<file path="config.mk">
export PLATFORM = sky130hd
export DESIGN_NAME = touch_wheel_setpoint_control_top
export DESIGN_NICKNAME = d
export VERILOG_FILES = /design/src/twsc_pkg.sv /design/src/twsc_out_buf.sv /design/src/touch_wheel_setpoint_control_top.sv
export SDC_FILE = /design/constraint.sdc
export NUM_CORES = 1
export LEC_CHECK = 0
export BUFFER_PORTS_ARGS = -buffer_cell sky130_fd_sc_hd__buf_4
export CORE_MARGIN = 5
export CORE_UTILIZATION = 35
export DETAILED_ROUTE_END_ITERATION = 8
export GPL_TIMING_DRIVEN = 1
export PLACE_DENSITY = 0.48
export SYNTH_ARGS = -nofsm -noshare
export SYNTH_HDL_FRONTEND = slang
export SYNTH_SLANG_ARGS = --single-unit
</file>
<file path="constraint.sdc">
create_clock -name clk_i -period 4.95 [get_ports clk_i]
set_input_delay 0 -clock clk_i [delete_from_list [all_inputs] [get_ports clk_i]]
set_output_delay 0 -clock clk_i [all_outputs]
set_load 0.02 [all_outputs]
</file>
<file path="src/twsc_pkg.sv">
package twsc_pkg;

  // Configuration register indexes
  localparam int unsigned CFG_IDX_W  = 3;
  localparam int unsigned CFG_DATA_W = 10;

  localparam logic [CFG_IDX_W-1:0] CFG_ENGAGE_DISTANCE = 3'd0;
  localparam logic [CFG_IDX_W-1:0] CFG_TAP_WINDOW      = 3'd1;
  localparam logic [CFG_IDX_W-1:0] CFG_TAP_LOW_EDGE    = 3'd2;
  localparam logic [CFG_IDX_W-1:0] CFG_TAP_HIGH_EDGE   = 3'd3;
  localparam logic [CFG_IDX_W-1:0] CFG_TAP_STEP        = 3'd4;

  // Configuration reset values
  localparam logic [7:0] ENGAGE_DISTANCE_RST = 8'd3;
  localparam logic [7:0] TAP_WINDOW_RST      = 8'd3;
  localparam logic [7:0] TAP_LOW_EDGE_RST    = 8'd8;
  localparam logic [7:0] TAP_HIGH_EDGE_RST   = 8'd16;
  localparam logic [9:0] TAP_STEP_RST        = 10'd4;

  localparam int unsigned SETPOINT_RST = 500;

  typedef enum logic [1:0] {
    PWR_OFF   = 2'd0,
    PWR_ON    = 2'd1,
    PWR_FIXED = 2'd2
  } power_mode_e;

  typedef enum logic [1:0] {
    QTY_VOLTS = 2'd0,
    QTY_AMPS  = 2'd1,
    QTY_WATTS = 2'd2
  } quantity_mode_e;

  // One result beat
  typedef struct packed {
    logic [9:0]     dac_code;
    logic           dac_write;
    power_mode_e    power_state;
    quantity_mode_e display_quantity;
  } result_t;

endpackage

</file>
<file path="src/twsc_out_buf.sv">
// Two-entry output buffer: a head register and a skid register, so the
// producer keeps moving while a result waits on the consumer.
module twsc_out_buf
  import twsc_pkg::*;
(
  input  logic    clk_i,
  input  logic    rst_ni,
  input  logic    push_i,
  input  result_t push_data_i,
  output logic    push_ready_o,
  output logic    out_valid_o,
  input  logic    out_ready_i,
  output result_t out_data_o
);

  result_t head_q, head_d, skid_q, skid_d;
  logic    head_valid_q, head_valid_d, skid_valid_q, skid_valid_d;
  logic    pop;

  assign pop          = head_valid_q & out_ready_i;
  assign push_ready_o = ~skid_valid_q;
  assign out_valid_o  = head_valid_q;
  assign out_data_o   = head_q;

  // Buffer next state (push only arrives while skid is empty)
  always_comb begin
    head_d       = head_q;
    skid_d       = skid_q;
    head_valid_d = head_valid_q;
    skid_valid_d = skid_valid_q;
    if (push_i && pop) begin
      head_d = push_data_i;
    end else if (push_i) begin
      if (!head_valid_q) begin
        head_d       = push_data_i;
        head_valid_d = 1'b1;
      end else begin
        skid_d       = push_data_i;
        skid_valid_d = 1'b1;
      end
    end else if (pop) begin
      if (skid_valid_q) begin
        head_d       = skid_q;
        skid_valid_d = 1'b0;
      end else begin
        head_valid_d = 1'b0;
      end
    end
  end

  always_ff @(posedge clk_i or negedge rst_ni) begin
    if (!rst_ni) begin
      head_valid_q <= 1'b0;
      skid_valid_q <= 1'b0;
    end else begin
      head_valid_q <= head_valid_d;
      skid_valid_q <= skid_valid_d;
    end
  end

  always_ff @(posedge clk_i) begin
    head_q <= head_d;
    skid_q <= skid_d;
  end

endmodule

</file>
<file path="src/touch_wheel_setpoint_control_top.sv">
// Touch wheel setpoint controller. One touch scan per input beat gives exactly
// one result beat; a new scan is taken every clock cycle, and each result is
// registered into a two-entry output buffer, so the input stalls only when two
// results are waiting. The scan is folded into the control state by
// combinational compare, add and clamp logic. Configuration writes take effect
// at once and must be made while no scan is in flight.
module touch_wheel_setpoint_control_top
  import twsc_pkg::*;
#(
  parameter int unsigned CODE_MAX      = 1023,
  parameter int unsigned POSITION_BITS = 8
) (
  input  logic                     clk_i,
  input  logic                     rst_ni,
  // scan input
  input  logic                     in_valid_i,
  output logic                     in_ready_o,
  input  logic                     touch_valid_i,
  input  logic [POSITION_BITS-1:0] touch_position_i,
  input  logic                     power_pad_i,
  input  logic                     quantity_pad_i,
  // result output
  output logic                     out_valid_o,
  input  logic                     out_ready_i,
  output logic [9:0]               dac_code_o,
  output logic                     dac_write_o,
  output logic [1:0]               power_state_o,
  output logic [1:0]               display_quantity_o,
  // configuration
  input  logic                     cfg_we_i,
  input  logic [CFG_IDX_W-1:0]     cfg_index_i,
  input  logic [CFG_DATA_W-1:0]    cfg_wdata_i
);

  localparam int unsigned SP_W  = $clog2(CODE_MAX + 1);
  localparam int unsigned PW    = POSITION_BITS;
  localparam int unsigned CMP_W = (PW > 8) ? PW : 8;
  localparam int unsigned MX_W  = (SP_W > PW) ? ((SP_W > 10) ? SP_W : 10)
                                              : ((PW > 10) ? PW : 10);
  localparam int unsigned SUM_W = MX_W + 2;
  localparam int unsigned SP_RST_VAL = (SETPOINT_RST > CODE_MAX) ? CODE_MAX : SETPOINT_RST;
  localparam logic [SP_W-1:0]         SP_RST = SP_W'(SP_RST_VAL);
  localparam logic signed [SUM_W-1:0] SUM_MAX = SUM_W'(CODE_MAX);

  // Configuration registers
  logic [7:0] engage_distance_q, tap_window_q, tap_low_edge_q, tap_high_edge_q;
  logic [9:0] tap_step_q;

  always_ff @(posedge clk_i or negedge rst_ni) begin
    if (!rst_ni) begin
      engage_distance_q <= ENGAGE_DISTANCE_RST;
      tap_window_q      <= TAP_WINDOW_RST;
      tap_low_edge_q    <= TAP_LOW_EDGE_RST;
      tap_high_edge_q   <= TAP_HIGH_EDGE_RST;
      tap_step_q        <= TAP_STEP_RST;
    end else if (cfg_we_i) begin
      unique case (cfg_index_i)
        CFG_ENGAGE_DISTANCE: engage_distance_q <= cfg_wdata_i[7:0];
        CFG_TAP_WINDOW:      tap_window_q      <= cfg_wdata_i[7:0];
        CFG_TAP_LOW_EDGE:    tap_low_edge_q    <= cfg_wdata_i[7:0];
        CFG_TAP_HIGH_EDGE:   tap_high_edge_q   <= cfg_wdata_i[7:0];
        CFG_TAP_STEP:        tap_step_q        <= cfg_wdata_i;
        default: ;
      endcase
    end
  end

  // Control state
  logic           awaiting_q, awaiting_d;
  logic [PW-1:0]  start_q, start_d, last_q, last_d;
  logic           engaged_q, engaged_d;
  logic [SP_W-1:0] sp_q, sp_d;
  power_mode_e    power_q, power_d;
  quantity_mode_e qty_q, qty_d;
  logic           ppad_held_q, ppad_held_d, qpad_held_q, qpad_held_d;
  logic           write;

  logic           accept, buf_ready;
  logic [PW-1:0]  start_eff, last_eff, pos_dist, tap_dist;
  logic           far;
  logic signed [PW:0]      delta;
  logic signed [SUM_W-1:0] sum;
  logic           tap_ok;
  power_mode_e    power_next;
  quantity_mode_e qty_next;

  assign in_ready_o = buf_ready;
  assign accept     = in_valid_i & buf_ready;

  // Touch distances and slide delta
  always_comb begin
    start_eff = awaiting_q ? touch_position_i : start_q;
    last_eff  = awaiting_q ? touch_position_i : last_q;
    pos_dist  = (touch_position_i > start_eff) ? (touch_position_i - start_eff)
                                              : (start_eff - touch_position_i);
    tap_dist  = (start_q > last_q) ? (start_q - last_q) : (last_q - start_q);
    far       = CMP_W'(pos_dist) > CMP_W'(engage_distance_q);
    tap_ok    = (power_q == PWR_ON) && !awaiting_q &&
                (CMP_W'(tap_dist) < CMP_W'(tap_window_q));
    delta     = $signed({1'b0, last_eff}) - $signed({1'b0, touch_position_i});
  end

  // Setpoint and touch tracking
  always_comb begin
    awaiting_d = awaiting_q;
    start_d    = start_q;
    last_d     = last_q;
    engaged_d  = engaged_q;
    sp_d       = sp_q;
    write      = 1'b0;
    sum        = $signed({{(SUM_W-SP_W){1'b0}}, sp_q});
    if (touch_valid_i) begin
      awaiting_d = 1'b0;
      start_d    = start_eff;
      last_d     = touch_position_i;
      engaged_d  = engaged_q | far;
      if (power_q != PWR_FIXED && (engaged_q || far)) begin
        sum = sum + SUM_W'(delta);
      end
      write = 1'b1;
    end else begin
      if (tap_ok && CMP_W'(start_q) < CMP_W'(tap_low_edge_q)) begin
        sum   = sum + $signed({{(SUM_W-10){1'b0}}, tap_step_q});
        write = 1'b1;
      end else if (tap_ok && CMP_W'(start_q) > CMP_W'(tap_high_edge_q)) begin
        sum   = sum - $signed({{(SUM_W-10){1'b0}}, tap_step_q});
        write = 1'b1;
      end
      awaiting_d = 1'b1;
      engaged_d  = 1'b0;
    end
    // saturate to the code range
    if (sum < 0) begin
      sp_d = '0;
    end else if (sum > SUM_MAX) begin
      sp_d = SP_W'(CODE_MAX);
    end else begin
      sp_d = sum[SP_W-1:0];
    end
  end

  // Pad press edges cycle the modes
  always_comb begin
    case (power_q)
      PWR_OFF: power_next = PWR_ON;
      PWR_ON:  power_next = PWR_FIXED;
      default: power_next = PWR_OFF;
    endcase
    case (qty_q)
      QTY_VOLTS: qty_next = QTY_AMPS;
      QTY_AMPS:  qty_next = QTY_WATTS;
      default:   qty_next = QTY_VOLTS;
    endcase
    power_d     = (power_pad_i && !ppad_held_q) ? power_next : power_q;
    qty_d       = (quantity_pad_i && !qpad_held_q) ? qty_next : qty_q;
    ppad_held_d = power_pad_i;
    qpad_held_d = quantity_pad_i;
  end

  always_ff @(posedge clk_i or negedge rst_ni) begin
    if (!rst_ni) begin
      awaiting_q  <= 1'b1;
      start_q     <= '0;
      last_q      <= '0;
      engaged_q   <= 1'b0;
      sp_q        <= SP_RST;
      power_q     <= PWR_OFF;
      qty_q       <= QTY_VOLTS;
      ppad_held_q <= 1'b0;
      qpad_held_q <= 1'b0;
    end else if (accept) begin
      awaiting_q  <= awaiting_d;
      start_q     <= start_d;
      last_q      <= last_d;
      engaged_q   <= engaged_d;
      sp_q        <= sp_d;
      power_q     <= power_d;
      qty_q       <= qty_d;
      ppad_held_q <= ppad_held_d;
      qpad_held_q <= qpad_held_d;
    end
  end

  // Result beat
  result_t res, out_res;

  always_comb begin
    res.dac_code         = 10'(sp_d);
    res.dac_write        = write;
    res.power_state      = power_d;
    res.display_quantity = qty_d;
  end

  twsc_out_buf u_out_buf (
    .clk_i        (clk_i),
    .rst_ni       (rst_ni),
    .push_i       (accept),
    .push_data_i  (res),
    .push_ready_o (buf_ready),
    .out_valid_o  (out_valid_o),
    .out_ready_i  (out_ready_i),
    .out_data_o   (out_res)
  );

  assign dac_code_o         = out_res.dac_code;
  assign dac_write_o        = out_res.dac_write;
  assign power_state_o      = out_res.power_state;
  assign display_quantity_o = out_res.display_quantity;

endmodule

</file>
==> summary.md <==
| Metric | Value |
|---|---|
| CTS max path bufs | 2 |
| R2R Path Start | awaiting_q$_DFFE_PN1P_ |
| 1st-pass router iterations | 5 |
| Worst-Skew Late Latency | between 0.3 and 0.4 ns |
| TNS Setup | 0 ns |
| Share of post-route cells with drive strength above 1 | 0.211 |
| Critical Path RT | ~5 ns |
| HP Start | touch_position_i[3] |
| Post-Syn Instances | roughly 930 |
| Crit path DAT | around 5 ns |
| GPL Wtd Cong | roughly 0.85 |
| Yosys Warn Count | 0 |
| CP Cell Sequence | mux2i_1, inv_1, ha_2, inv_2, fa_2, a21o_1, a21oi_2, o21ai_2, a21oi_4, mux2_4, a21oi_1, o21ai_1, xor2_1, ha_1, a21oi_1, a21boi_1, or3_1, o211a_1, nand2_4, o32ai_4, a2111oi_4, o21ai_1 |
| Nature of the critical path endpoint | flip-flop |
| Clk slew on worst S/H paths | ~0.080 ns |
| Hold Crit Class | input port to flip-flop |
| Final Critical Period | 4.94 ns |
| 1st-iter DRT viols | roughly 350 |
| Vias/cell | approximately 5.2 |
| Input/output buffers | 45 |
| Post-DP HPWL | 18800 µm |
| Vias in the first global route | 7224 |
| Final Hold Viols | 0 |
| Global Route Usage Sum | 0.185 |
| Synth-to-Final Area Change | 22.3% |
| CP startpoint | awaiting_q$_DFFE_PN1P_ |
| Area of the multi-input gates | between 5000 and 6000 µm² |
| Worst Path Buf+Inv | 2 |
| Drt wl/cell | approximately 18 µm |
| Inserted Diodes | 0 |
| Die area | 27200 µm² |
| Synth top cells by count | 114 x nand2_1, 100 x inv_1, 99 x ha_1, 85 x o21ai_0, 64 x dfrtp_1 |
| FMAX | just over 0.2 GHz |
| Crit-path max FO | 7 |
| Syn avg cell area | approximately 9.0 µm² |
| Register Area | between 2000 and 3000 µm² |
| Root Buffer | clkbuf_16 |
| Final WL | between 20000 and 25000 µm |
| Syn_nets | around 1100 |
| Cell types occupying the most area after synthesis | dfrtp_1 19%, ha_1 15%, edfxtp_1 11%, nand2_1 5.1%, o21ai_0 5.1% |
| Pins over their slew limit | 0 |
| Flops & latches, synth | between 100 and 150 |
| Top_reg_cell synth | dfrtp_1 |
| Placed insts | ~1300 |
| Die H | 165 µm |
| Final setup vio count | 0 |
| GRT overflow | 0 |
| DR DRC count | 0 |
| CP delay by family, top | compound AO/OA/AOI/OAI gates |
| RSZ-0062 raised after global routing | yes |
| Clk_skew | approximately 0.007 ns |
| Final nets | approximately 1200 |
| Synth area leader | dfrtp_1 |
| Via count | just over 7000 |
| Maxcap violations | 0 |
| Io pins | 46 |
| Rel. slew slack | 0.279 |
| DRT antenna net count | 0 |
| Die X-Extent | between 150 and 200 µm |
| Post-synth top area share | 0.191 |
| Worst-margin pin slew | between 1 and 1.5 ns |
| Core ar. | 23500 µm² |
| Post-synth EDFFs | 30 |
| CTS H-tree depth | 3 |
| Total clock buffers created by CTS | 9 |
| Critical path's largest stage delay | 0.61 ns |
| Status | completed |
| Async set or reset register ratio after synthesis | 0.722 |
| Cell row count | between 50 and 60 |
| Final period util | 0.997 |
| Filler cell count | roughly 2400 |
| Count leader, synth | nand2_1 |
| Synth Cell Area | 8410 µm² |
| Post-synth cell types | 77 |
| Fin cells | approximately 1400 |
| Setup ws final | between 0.01 and 0.015 ns |
| Initial Utilization | 0.357 |
| Seq/Total Area, Yosys | 0.341 |
| CTS sink cnt | roughly 110 |
| Crit start category | flip-flop |
| Initial antenna violation count | 0 |
| Max stage delay cell, worst path | dfstp_2 |
| Clock tree from TritonCTS | built |
| Largest net degree at the start of global routing | 60 |
| Setup CP Type | flip-flop to flip-flop |
| First-pass GRT wire length | between 30000 and 40000 µm |
| Pre-CTS setup slack | -0.149 ns |
==> state kept, by name, summed over array words and instances (netlist names), 2 cells and up <==
signal / cells
sp_q: 10
engage_distance_q: 8
start_q: 8
u_out_buf.skid_q: 15
qty_q: 2
tap_step_q: 10
tap_low_edge_q: 8
tap_high_edge_q: 8
tap_window_q: 8
u_out_buf.out_data_o: 15
last_q: 8
power_q: 2
==> path summary, 6_finish.rpt <==
check                                                    end  slack (ns)  cells after the start
min                                    last_q[3]$_DFFE_PN0P_        0.02                      3
max in group asynchronous              last_q[4]$_DFFE_PN0P_        3.76                      3
min in group asynchronous          tap_step_q[9]$_DFFE_PN0P_        0.07                      2
max                        u_out_buf.out_data_o[5]$_DFFE_PP_        0.01                     22
min reg2reg                          ppad_held_q$_DFFE_PN0P_        0.47                      2
max reg2reg                u_out_buf.out_data_o[5]$_DFFE_PP_        0.01                     22
==> cell families after synthesis <==
logic type | synth area share
DFF | 0.341
buffers and inverters | 0.0595
and+or+nand+nor | 0.141
xor gates and xnor gates | 0.0353
AOI/OAI and AO/OA | 0.213
muxes | 0.0433
adders and majority gates | 0.166
==> through the flow <==
| stage | instance area [µm²] | hold slack, ns | utilization |
|---|---|---|---|
| floorplan | 8410 | -0.296 | - |
| global placement | 9390 | -0.0835 | 0.399 |
| detailed placement | 9390 | -0.0835 | 0.399 |
| CTS | 10000 | 0.0102 | 0.426 |
| global route | 10300 | 0.0379 | 0.437 |
| finish | 10300 | 0.0218 | 0.437 |
==> cell usage in the layout, fill, tap and decap left out, types with 14 or more instances in the layout <==
cell           synthesis  routed
o21ai_0               85      76
a21o_1                18      18
inv_1                100      98
ha_1                  99      98
nand2_1              114     113
mux2_2                19      17
dfstp_2               14      14
edfxtp_1              30      30
buf_4                  1     100
nor2_1                63      61
xnor2_1               23      23
a21oi_1               53      49
dfrtp_1               64      64
dlygate4sd3_1          0      20
==> layout make-up <==
| cell class | count | area share |
|---|---|---|
| Sequential cell | 108 | 0.279 |
| Timing Repair Buffer | 124 | 0.0991 |
| Multi-Input combinational cell | 699 | 0.515 |
| Inverter | 100 | 0.0365 |
| Clock inverter | 7 | 0.00962 |
| Clock buffer | 9 | 0.0219 |
| Tap cell | 319 | 0.0388 |
==> worst min-delay path: cells and delay by family <==
kind	cells	cell delay, ns
compound gates	1	0.16
buf+inv	2	0.19
==> layer usage <==
| layer | GRT usage | part of all wire |
|---|---|---|
| met5 | 0 | 0 |
| met4 | 0.0514 | 0.024 |
| met3 | 0.0297 | 0.038 |
| met2 | 0.305 | 0.48 |
| met1 | 0.252 | 0.46 |
==> repair_timing <==
item	4_1_cts	5_1_grt
cloned	0	2
endpoints found under the setup margin	19	30
hold buffers	20	0
gates resized for setup	19	43
pin swaps	7	20
endpoints found under the hold margin	70	0
setup buffers	6	7
Power is not shown: default switching activity piles up to over one toggle a cycle in this logic, so the estimate is an artifact.
